[config.mk]
export PLATFORM = sky130hd
export DESIGN_NAME = wlan_info_element_parser_flat
export DESIGN_NICKNAME = d
export VERILOG_FILES = /design/src/design/wiep_pkg.sv /design/src/design/wiep_if.sv /design/src/design/wlan_info_element_parser.sv /design/src/flat_wrapper.sv
export VERILOG_INCLUDE_DIRS = /design/src /design/src/design
export SDC_FILE = /design/constraint.sdc
export NUM_CORES = 1
export LEC_CHECK = 0
export ABC_AREA = 1
export BUFFER_PORTS_ARGS = -buffer_cell sky130_fd_sc_hd__buf_2
export CORE_MARGIN = 5
export CORE_UTILIZATION = 50
export CTS_BUF_LIST = sky130_fd_sc_hd__clkbuf_4 sky130_fd_sc_hd__clkbuf_8 sky130_fd_sc_hd__clkbuf_16
export CTS_CLUSTER_SIZE = 10
export DETAILED_ROUTE_END_ITERATION = 10
export HOLD_SLACK_MARGIN = 0.06
export PLACE_DENSITY = 0.65
export SLEW_MARGIN = 20
export SYNTH_ARGS = -nofsm -noshare
export SYNTH_HDL_FRONTEND = slang
export SYNTH_SLANG_ARGS = --single-unit
[constraint.sdc]
create_clock -name clk -period 18.4 [get_ports clk]
set_input_delay 1.84 -clock clk [delete_from_list [all_inputs] [get_ports clk]]
set_output_delay 1.84 -clock clk [all_outputs]
set_load 0.01 [all_outputs]
[src/design/wlan_info_element_parser_defines.svh]
// Assertion macros used by the information-element parser RTL.
`ifndef WLAN_INFO_ELEMENT_PARSER_DEFINES_SVH
`define WLAN_INFO_ELEMENT_PARSER_DEFINES_SVH

// Same-cycle implication, sampled on clk and disabled while arst_n is low.
`define WIEP_ASSERT_NOW(label, ante, cons, msg) \
	label: assert property (@(posedge clk) disable iff (!arst_n) (ante) |-> (cons)) \
		else $error(msg);

// Next-cycle implication, sampled on clk and disabled while arst_n is low.
`define WIEP_ASSERT_NEXT(label, ante, cons, msg) \
	label: assert property (@(posedge clk) disable iff (!arst_n) (ante) |=> (cons)) \
		else $error(msg);

`endif

[src/design/wiep_pkg.sv]
// Types, constants and helper functions of the information-element parser.
package wiep_pkg;

	localparam int SSID_MAX = 32;
	localparam int SSID_IDX_W = $clog2(SSID_MAX);
	localparam int SSID_LEN_W = SSID_IDX_W + 1;

	localparam logic [7:0] ID_SSID   = 8'd0;
	localparam logic [7:0] ID_RSN    = 8'd48;
	localparam logic [7:0] ID_VENDOR = 8'd221;
	localparam logic [7:0] WPA_MIN_LEN = 8'd4;

	localparam logic [1:0] SEC_OPEN = 2'd0;
	localparam logic [1:0] SEC_WPA  = 2'd1;
	localparam logic [1:0] SEC_RSN  = 2'd2;

	typedef enum logic [1:0] {
		PH_ID   = 2'd0,
		PH_LEN  = 2'd1,
		PH_BODY = 2'd2
	} phase_t;

	typedef logic [7:0] byte_t;

	// Expected leading bytes of a WPA vendor element: 00 50 F2 01.
	function automatic byte_t wpa_prefix(input logic [1:0] idx);
		byte_t val;
		case (idx)
			2'd0: val = 8'h00;
			2'd1: val = 8'h50;
			2'd2: val = 8'hF2;
			2'd3: val = 8'h01;
			default: val = 8'h00;
		endcase
		return val;
	endfunction

endpackage

[src/design/wiep_if.sv]
// Valid/ready channel interfaces for the parser input bytes and results.
interface wiep_in_if;
	logic       valid;
	logic       ready;
	logic [7:0] ie_byte;
	logic       last_byte;

	modport source (output valid, output ie_byte, output last_byte, input ready);
	modport sink (input valid, input ie_byte, input last_byte, output ready);
endinterface

interface wiep_out_if;
	import wiep_pkg::*;

	logic                  valid;
	logic                  ready;
	logic [1:0]            security;
	logic                  is_open;
	logic [SSID_LEN_W-1:0] ssid_size;
	logic [7:0]            ssid_byte;
	logic [SSID_IDX_W-1:0] byte_index;
	logic                  last;

	modport source (output valid, output security, output is_open, output ssid_size,
		output ssid_byte, output byte_index, output last, input ready);
	modport sink (input valid, input security, input is_open, input ssid_size,
		input ssid_byte, input byte_index, input last, output ready);
endinterface

[src/design/wlan_info_element_parser.sv]
// Top level of the 802.11 information-element parser.
//
// Usage: the ie channel carries the information-element bytes of one beacon
// or probe response, one byte per transaction, with last_byte set on the final
// byte of the blob. The block walks the id, length and body records as the
// bytes arrive and keeps the last complete SSID element of at most 32 bytes,
// an RSN flag and a WPA vendor-element flag. Records cut short by the final
// byte have no effect.
//
// A byte is taken every cycle, except that the final byte of a blob can wait
// as told below. The transaction with last_byte set snapshots the result
// into an output buffer, and the first result transaction is offered on res in
// the next cycle. The blob yields one result per SSID byte (one result when the
// SSID is empty), one per cycle while res is ready. Bytes of the next blob keep
// flowing while these results go out; only its final byte waits while the
// previous blob's results are still being delivered.
//
// Reset: arst_n clears the parser to expect an element id and empties the
// output. The SSID byte arrays are not reset; only written entries are read.
// When the receiver stalls, res holds its transaction unchanged.
module wlan_info_element_parser (
	input logic       clk,
	input logic       arst_n,
	wiep_in_if.sink   ie,
	wiep_out_if.source res
);
	import wiep_pkg::*;

	`include "wlan_info_element_parser_defines.svh"

	// Parser state for the blob being received.
	phase_t                phase_q;
	logic [7:0]            elem_id_q;
	logic [7:0]            elem_len_q;
	logic [7:0]            body_pos_q;
	logic [SSID_LEN_W-1:0] kept_len_q;
	logic                  rsn_q;
	logic                  wpa_q;
	logic                  oui_q;

	// Bytes of the SSID element in flight, and of the SSID kept so far.
	byte_t ssid_stage_q [SSID_MAX];
	byte_t ssid_store_q [SSID_MAX];

	// Output buffer: a snapshot of the finished blob being delivered.
	byte_t                 out_buf_q [SSID_MAX];
	logic                  out_busy_q;
	logic [SSID_IDX_W-1:0] out_idx_q;
	logic [SSID_LEN_W-1:0] out_len_q;
	logic [1:0]            out_sec_q;

	logic                  in_fire;
	logic                  out_fire;
	logic                  out_last;
	logic                  in_body;
	logic                  fin_el;
	logic [7:0]            eff_len;
	logic                  oui_next;
	logic                  stage_wr;
	logic                  ssid_take;
	logic [SSID_LEN_W-1:0] kept_next;
	logic                  rsn_next;
	logic                  wpa_next;
	phase_t                phase_next;
	logic [7:0]            body_pos_next;
	byte_t                 stage_view [SSID_MAX];
	byte_t                 store_next [SSID_MAX];
	logic [1:0]            sec_next;

	// Output side. The last result of a blob also frees the buffer, so a
	// final byte may be taken in the same cycle.
	assign out_last = (out_len_q == '0) ||
		({1'b0, out_idx_q} == out_len_q - SSID_LEN_W'(1));
	assign out_fire = res.valid && res.ready;

	assign ie.ready = !ie.last_byte || !out_busy_q || (res.ready && out_last);
	assign in_fire  = ie.valid && ie.ready;

	assign res.valid      = out_busy_q;
	assign res.security   = out_sec_q;
	assign res.is_open    = (out_sec_q == SEC_OPEN);
	assign res.ssid_size  = out_len_q;
	assign res.ssid_byte  = (out_len_q == '0) ? 8'h00 : out_buf_q[out_idx_q];
	assign res.byte_index = out_idx_q;
	assign res.last       = out_last;

	// Per-byte decode of the current record.
	always_comb begin
		in_body  = (phase_q == PH_BODY);
		eff_len  = (phase_q == PH_LEN) ? ie.ie_byte : elem_len_q;
		fin_el   = ((phase_q == PH_LEN) && (ie.ie_byte == 8'd0)) ||
			(in_body && ({1'b0, body_pos_q} + 9'd1 >= {1'b0, elem_len_q}));

		// The vendor prefix check starts fresh with every element body.
		oui_next = (phase_q == PH_LEN) ? 1'b1 : oui_q;
		if (in_body && (elem_id_q == ID_VENDOR) && (body_pos_q[7:2] == 6'd0) &&
			(ie.ie_byte != wpa_prefix(body_pos_q[1:0]))) begin
			oui_next = 1'b0;
		end

		stage_wr  = in_body && (elem_id_q == ID_SSID) &&
			(body_pos_q < 8'(SSID_MAX));
		ssid_take = fin_el && (elem_id_q == ID_SSID) && (eff_len <= 8'(SSID_MAX));
		kept_next = ssid_take ? eff_len[SSID_LEN_W-1:0] : kept_len_q;
		rsn_next  = rsn_q || (fin_el && (elem_id_q == ID_RSN));
		wpa_next  = wpa_q || (fin_el && (elem_id_q == ID_VENDOR) &&
			(eff_len >= WPA_MIN_LEN) && oui_next);

		// The byte that completes an SSID element lands in the copy as well.
		for (int i = 0; i < SSID_MAX; i++) begin
			stage_view[i] = (stage_wr && (body_pos_q[SSID_IDX_W-1:0] == SSID_IDX_W'(i))) ?
				ie.ie_byte : ssid_stage_q[i];
			store_next[i] = ssid_take ? stage_view[i] : ssid_store_q[i];
		end

		sec_next = rsn_next ? SEC_RSN : (wpa_next ? SEC_WPA : SEC_OPEN);
	end

	// Next phase and body position.
	always_comb begin
		phase_next    = phase_q;
		body_pos_next = body_pos_q;
		case (phase_q)
			PH_ID: begin
				phase_next = PH_LEN;
			end
			PH_LEN: begin
				body_pos_next = 8'd0;
				phase_next    = fin_el ? PH_ID : PH_BODY;
			end
			PH_BODY: begin
				if (fin_el) begin
					phase_next    = PH_ID;
					body_pos_next = 8'd0;
				end else begin
					body_pos_next = body_pos_q + 8'd1;
				end
			end
			default: begin
				phase_next    = PH_ID;
				body_pos_next = 8'd0;
			end
		endcase
	end

	// Parser registers. The final byte of a blob clears them for the next one.
	always_ff @(posedge clk or negedge arst_n) begin
		if (!arst_n) begin
			phase_q    <= PH_ID;
			elem_id_q  <= 8'd0;
			elem_len_q <= 8'd0;
			body_pos_q <= 8'd0;
			kept_len_q <= '0;
			rsn_q      <= 1'b0;
			wpa_q      <= 1'b0;
			oui_q      <= 1'b1;
		end else if (in_fire) begin
			if (ie.last_byte) begin
				phase_q    <= PH_ID;
				elem_id_q  <= 8'd0;
				elem_len_q <= 8'd0;
				body_pos_q <= 8'd0;
				kept_len_q <= '0;
				rsn_q      <= 1'b0;
				wpa_q      <= 1'b0;
				oui_q      <= 1'b1;
			end else begin
				phase_q    <= phase_next;
				if (phase_q == PH_ID) begin
					elem_id_q <= ie.ie_byte;
				end
				if (phase_q == PH_LEN) begin
					elem_len_q <= ie.ie_byte;
				end
				body_pos_q <= body_pos_next;
				kept_len_q <= kept_next;
				rsn_q      <= rsn_next;
				wpa_q      <= wpa_next;
				oui_q      <= fin_el ? 1'b1 : oui_next;
			end
		end
	end

	// SSID byte arrays and the output buffer hold payload only.
	always_ff @(posedge clk) begin
		if (in_fire) begin
			for (int i = 0; i < SSID_MAX; i++) begin
				ssid_stage_q[i] <= stage_view[i];
				ssid_store_q[i] <= store_next[i];
			end
			if (ie.last_byte) begin
				for (int i = 0; i < SSID_MAX; i++) begin
					out_buf_q[i] <= store_next[i];
				end
			end
		end
	end

	// Output sequencer: walks the buffered SSID one byte per transaction.
	always_ff @(posedge clk or negedge arst_n) begin
		if (!arst_n) begin
			out_busy_q <= 1'b0;
			out_idx_q  <= '0;
			out_len_q  <= '0;
			out_sec_q  <= SEC_OPEN;
		end else begin
			if (in_fire && ie.last_byte) begin
				out_busy_q <= 1'b1;
				out_idx_q  <= '0;
				out_len_q  <= kept_next;
				out_sec_q  <= sec_next;
			end else if (out_fire) begin
				if (out_last) begin
					out_busy_q <= 1'b0;
				end else begin
					out_idx_q <= out_idx_q + SSID_IDX_W'(1);
				end
			end
		end
	end

	// A blob's results run without a gap until the one marked last.
	`WIEP_ASSERT_NEXT(a_no_gap, res.valid && res.ready && !res.last, res.valid,
		"result sequence ended before its last transaction")
	// The index never runs past the kept SSID length.
	`WIEP_ASSERT_NOW(a_idx_range, res.valid,
		(res.ssid_size == '0 && res.byte_index == '0) ||
		({1'b0, res.byte_index} < res.ssid_size),
		"byte index outside the kept SSID")
	// The final byte of a blob always produces results in the next cycle.
	`WIEP_ASSERT_NEXT(a_blob_out, ie.valid && ie.ready && ie.last_byte, res.valid,
		"final byte taken without results")
	// Security class and open flag agree.
	`WIEP_ASSERT_NOW(a_open_flag, res.valid,
		res.is_open == (res.security == SEC_OPEN),
		"open flag disagrees with security class")

endmodule

[src/flat_wrapper.sv]
// flat-port wrapper written by rule: the top's interface ports become plain ports
module wlan_info_element_parser_flat import wiep_pkg::*;
  (clk, arst_n, ie_valid, ie_ie_byte, ie_last_byte, ie_ready, res_valid, res_security, res_is_open, res_ssid_size, res_ssid_byte, res_byte_index, res_last, res_ready);
  wiep_in_if ie_i ();
  wiep_out_if res_i ();
  input logic clk;
  input logic arst_n;
  input wire logic [$bits(ie_i.valid)-1:0] ie_valid;
  input wire logic [$bits(ie_i.ie_byte)-1:0] ie_ie_byte;
  input wire logic [$bits(ie_i.last_byte)-1:0] ie_last_byte;
  output wire logic [$bits(ie_i.ready)-1:0] ie_ready;
  output wire logic [$bits(res_i.valid)-1:0] res_valid;
  output wire logic [$bits(res_i.security)-1:0] res_security;
  output wire logic [$bits(res_i.is_open)-1:0] res_is_open;
  output wire logic [$bits(res_i.ssid_size)-1:0] res_ssid_size;
  output wire logic [$bits(res_i.ssid_byte)-1:0] res_ssid_byte;
  output wire logic [$bits(res_i.byte_index)-1:0] res_byte_index;
  output wire logic [$bits(res_i.last)-1:0] res_last;
  input wire logic [$bits(res_i.ready)-1:0] res_ready;
  assign ie_i.valid = ie_valid;
  assign ie_i.ie_byte = ie_ie_byte;
  assign ie_i.last_byte = ie_last_byte;
  assign ie_ready = ie_i.ready;
  assign res_valid = res_i.valid;
  assign res_security = res_i.security;
  assign res_is_open = res_i.is_open;
  assign res_ssid_size = res_i.ssid_size;
  assign res_ssid_byte = res_i.ssid_byte;
  assign res_byte_index = res_i.byte_index;
  assign res_last = res_i.last;
  assign res_i.ready = res_ready;
  wlan_info_element_parser u_core (.clk(clk), .arst_n(arst_n), .ie(ie_i), .res(res_i));
endmodule
==> results.cfg <==
[status]
status = finished, final reports clean

[global_routing]
grt_max_degree = 173
grt_pass1_vias = 23900
grt_use_total_pct = 23.2
grt_pass1_wl_mm = 141
antenna_found_initial = 2
grt_overflow = 0

[logic_synthesis]
postSynthCellCount = 3489
synth_fp_nets = 3520
ys_seq_elements = 817
synthArstFlopShare_pct = 6.00
synth_flop_cell = edfxtp_1
synth_edf_count = 768
ys.warnings.count = 0
ys_types = 39
seq_area_frac_synth_pct = 67.8
synth_area_um2 = 35800
syn_area_per_cell_um2 = 10.3

[floorplanning]
design.core.area_um2 = 71200
die_height_um = 278
start_util_pct = 50.3
die_area_um2 = 77100
num_rows = 98
io_pins = 38
die_w_um = 278

[clock_network]
insertion_delay_ns = 0.65
cts_tree = done
postCtsHoldBufs = 0
cts_buffer_depth = 3
htreeDepth = 3
clock-sinks = 817
ctsResizeCount = 0
cts_buffers = 93
cts_root_buf = clkbuf_16
post_cts_buffers = 0
clk_pin_slew_ns = 0.06

[worst_setup_path]
crit_type = input port to flop
start_kind = input port
critPathCaptureType = flop
path_max_fanout = 123
required_ns = 18.74
arrival_ns = 6.40

[finish]
layout_common_cells = nand2_1 (1257), edfxtp_1 (768), o21ai_0 (412), inv_1 (291), nor2_1 (201)
layoutNonFillerInstCount = 4479
area_growth_pct = 10.2
n_antenna_cell = 0
layout-drive-gt1-share_pct = 6.63
final_common_cell = nand2_1
fin_nets = 3527

[timing]
fin_crit_ns = 6.06
setup_viol = 0
tightest_slew_ns = 1.11
finalCritPeriodShare_pct = 33.0
tns_ns = 0
finalHoldViolations = 0
fmax_mhz = 165
rsz0062_at_grt = false
skew_ns = 0.0213
relSlewSlack_pct = 25.9
slew_violations = 0
layout_setup_ws_ns = 12.34

[place]
io_buffer_count = 37
dp.cells = 4351
pre_cts_slack_ns = 11.75
hpwl_mm = 52.0
gp_congestion = 0.842

[detailed_routing]
wl_mm = 92.3
routedWlPerCell_um = 20.6
drtPass1Iterations = 6
drt_iter0_markers = 2895
vias = 24800
drc = 0
via_per_inst = 5.55
ant_nets = 0

[power]
ir_worst_vdd_mv = 0.0816
p_leak_uw = 0.0163
p_per_area_nw_per_um2 = 107
p_total_uw = 4230

[min_path]
min_path_type = flop to flop

[flow_run]
max_cap_violations = 0
-- power breakdown --
| part | internal [uW] | switching [uW] |
|---|---|---|
| Combinational | 78.5 | 265 |
| Sequential | 2200 | 34.4 |
| Clock | 951 | 707 |
| Total | 3230 | 1010 |
-- metal layers --
layer,GRT usage (%),up-vias,wire (um)
met4,6.59,0,2220
li1,-,11800,-
met2,37.7,909,43000
met5,0,-,0
met3,3.69,152,6820
met1,32.9,12000,40200
-- sequential cells by signal, summed over array words and instances, names as in the netlist --
name,flops
u_core.res.valid,1
u_core.body_pos_q,8
u_core.wpa_q,1
u_core.rsn_q,1
u_core.out_buf_q,256
u_core.elem_id_q,8
u_core.kept_len_q,6
u_core.ssid_stage_q,256
u_core.phase_q,2
u_core.elem_len_q,8
u_core.res.security,2
u_core.ssid_store_q,256
u_core.oui_q,1
u_core.res.ssid_size,6
u_core.res.byte_index,5
-- cell type report --
type / instances / area (um^2)
fillers: 6174 / 31800
flip-flops and latches: 817 / 24300
multi-input cells: 2193 / 9600
clock buffers: 117 / 2510
well taps: 950 / 1190
inverters: 303 / 1140
repair buffers: 88 / 606
clock inverters: 11 / 121
-- cell families after synthesis --
| family | after synthesis | synth area share, % |
|---|---|---|
| AO/OA/AOI/OAI | 506 | 7.61 |
| XOR/XNOR | 7 | 0.171 |
| adder cells (fa/ha/maj) | 18 | 0.629 |
| buffers and inverters | 479 | 5.48 |
| flip-flops | 817 | 67.8 |
| AND/OR/NAND/NOR | 1662 | 18.3 |
-- cells in the mapped netlist (4+ instances only) --
cell | n | area share, %
inv_1 | 293 | 3.1
o211ai_1 | 4 | 0.084
o22ai_1 | 38 | 0.66
nand3_1 | 176 | 2.5
edfxtp_1 | 768 | 64
nand2_1 | 1257 | 13
nand4_1 | 15 | 0.26
clkbuf_1 | 116 | 1.2
buf_6 | 12 | 0.38
xnor2_1 | 4 | 0.098
nor2_1 | 202 | 2.1
a21oi_1 | 8 | 0.11
dfrtp_1 | 48 | 3.4
buf_4 | 6 | 0.13
o221ai_1 | 27 | 0.66
a31oi_1 | 8 | 0.14
o21ai_1 | 4 | 0.056
o21ai_0 | 412 | 5.8
ha_1 | 18 | 0.63
buf_2 | 41 | 0.57
clkinv_1 | 6 | 0.063
-- worst max-delay path, cell delays in order --
cell and delay, ns:
buf_2 0.46, clkinv_1 0.84, nand2_1 0.35, nor4_1 0.08
nand3_1 0.15, nand2_1 0.31, nand2_8 0.57, buf_4 0.70
buf_4 0.71, o21ai_0 0.27
-- path summary, 6_finish.rpt --
kind                                                        endpoint                              from  slack [ns]  depth (start not counted)
worst max-delay path             u_core.ssid_store_q[3][6]$_DFFE_PP_                     ie_ie_byte[0]       12.34                         10
worst min-delay path                        u_core.oui_q$_DFFE_PN1P_          u_core.oui_q$_DFFE_PN1P_        0.48                          2
worst max register to register   u_core.ssid_store_q[3][6]$_DFFE_PP_  u_core.body_pos_q[0]$_DFFE_PN0P_       13.30                         20
worst min register to register              u_core.oui_q$_DFFE_PN1P_          u_core.oui_q$_DFFE_PN1P_        0.48                          2
max in group asynchronous       u_core.res.byte_index[1]$_DFFE_PN0P_                            arst_n       16.61                          2
min in group asynchronous       u_core.res.byte_index[0]$_DFFE_PN0P_                            arst_n        1.30                          2
-- through the flow --
stage / util (%) / hold WS (ns) / instance area, um^2
final: 55.4 / 0.477 / 39500
after global routing: 55.4 / 0.495 / 39500
after CTS: 55.4 / 0.475 / 39500
after detailed placement: 51.7 / 0.466 / 36800
after global placement: 51.7 / 0.462 / 36800
after floorplan: - / 0.446 / 35800
Note: power is estimated with default switching activity, not from simulation.
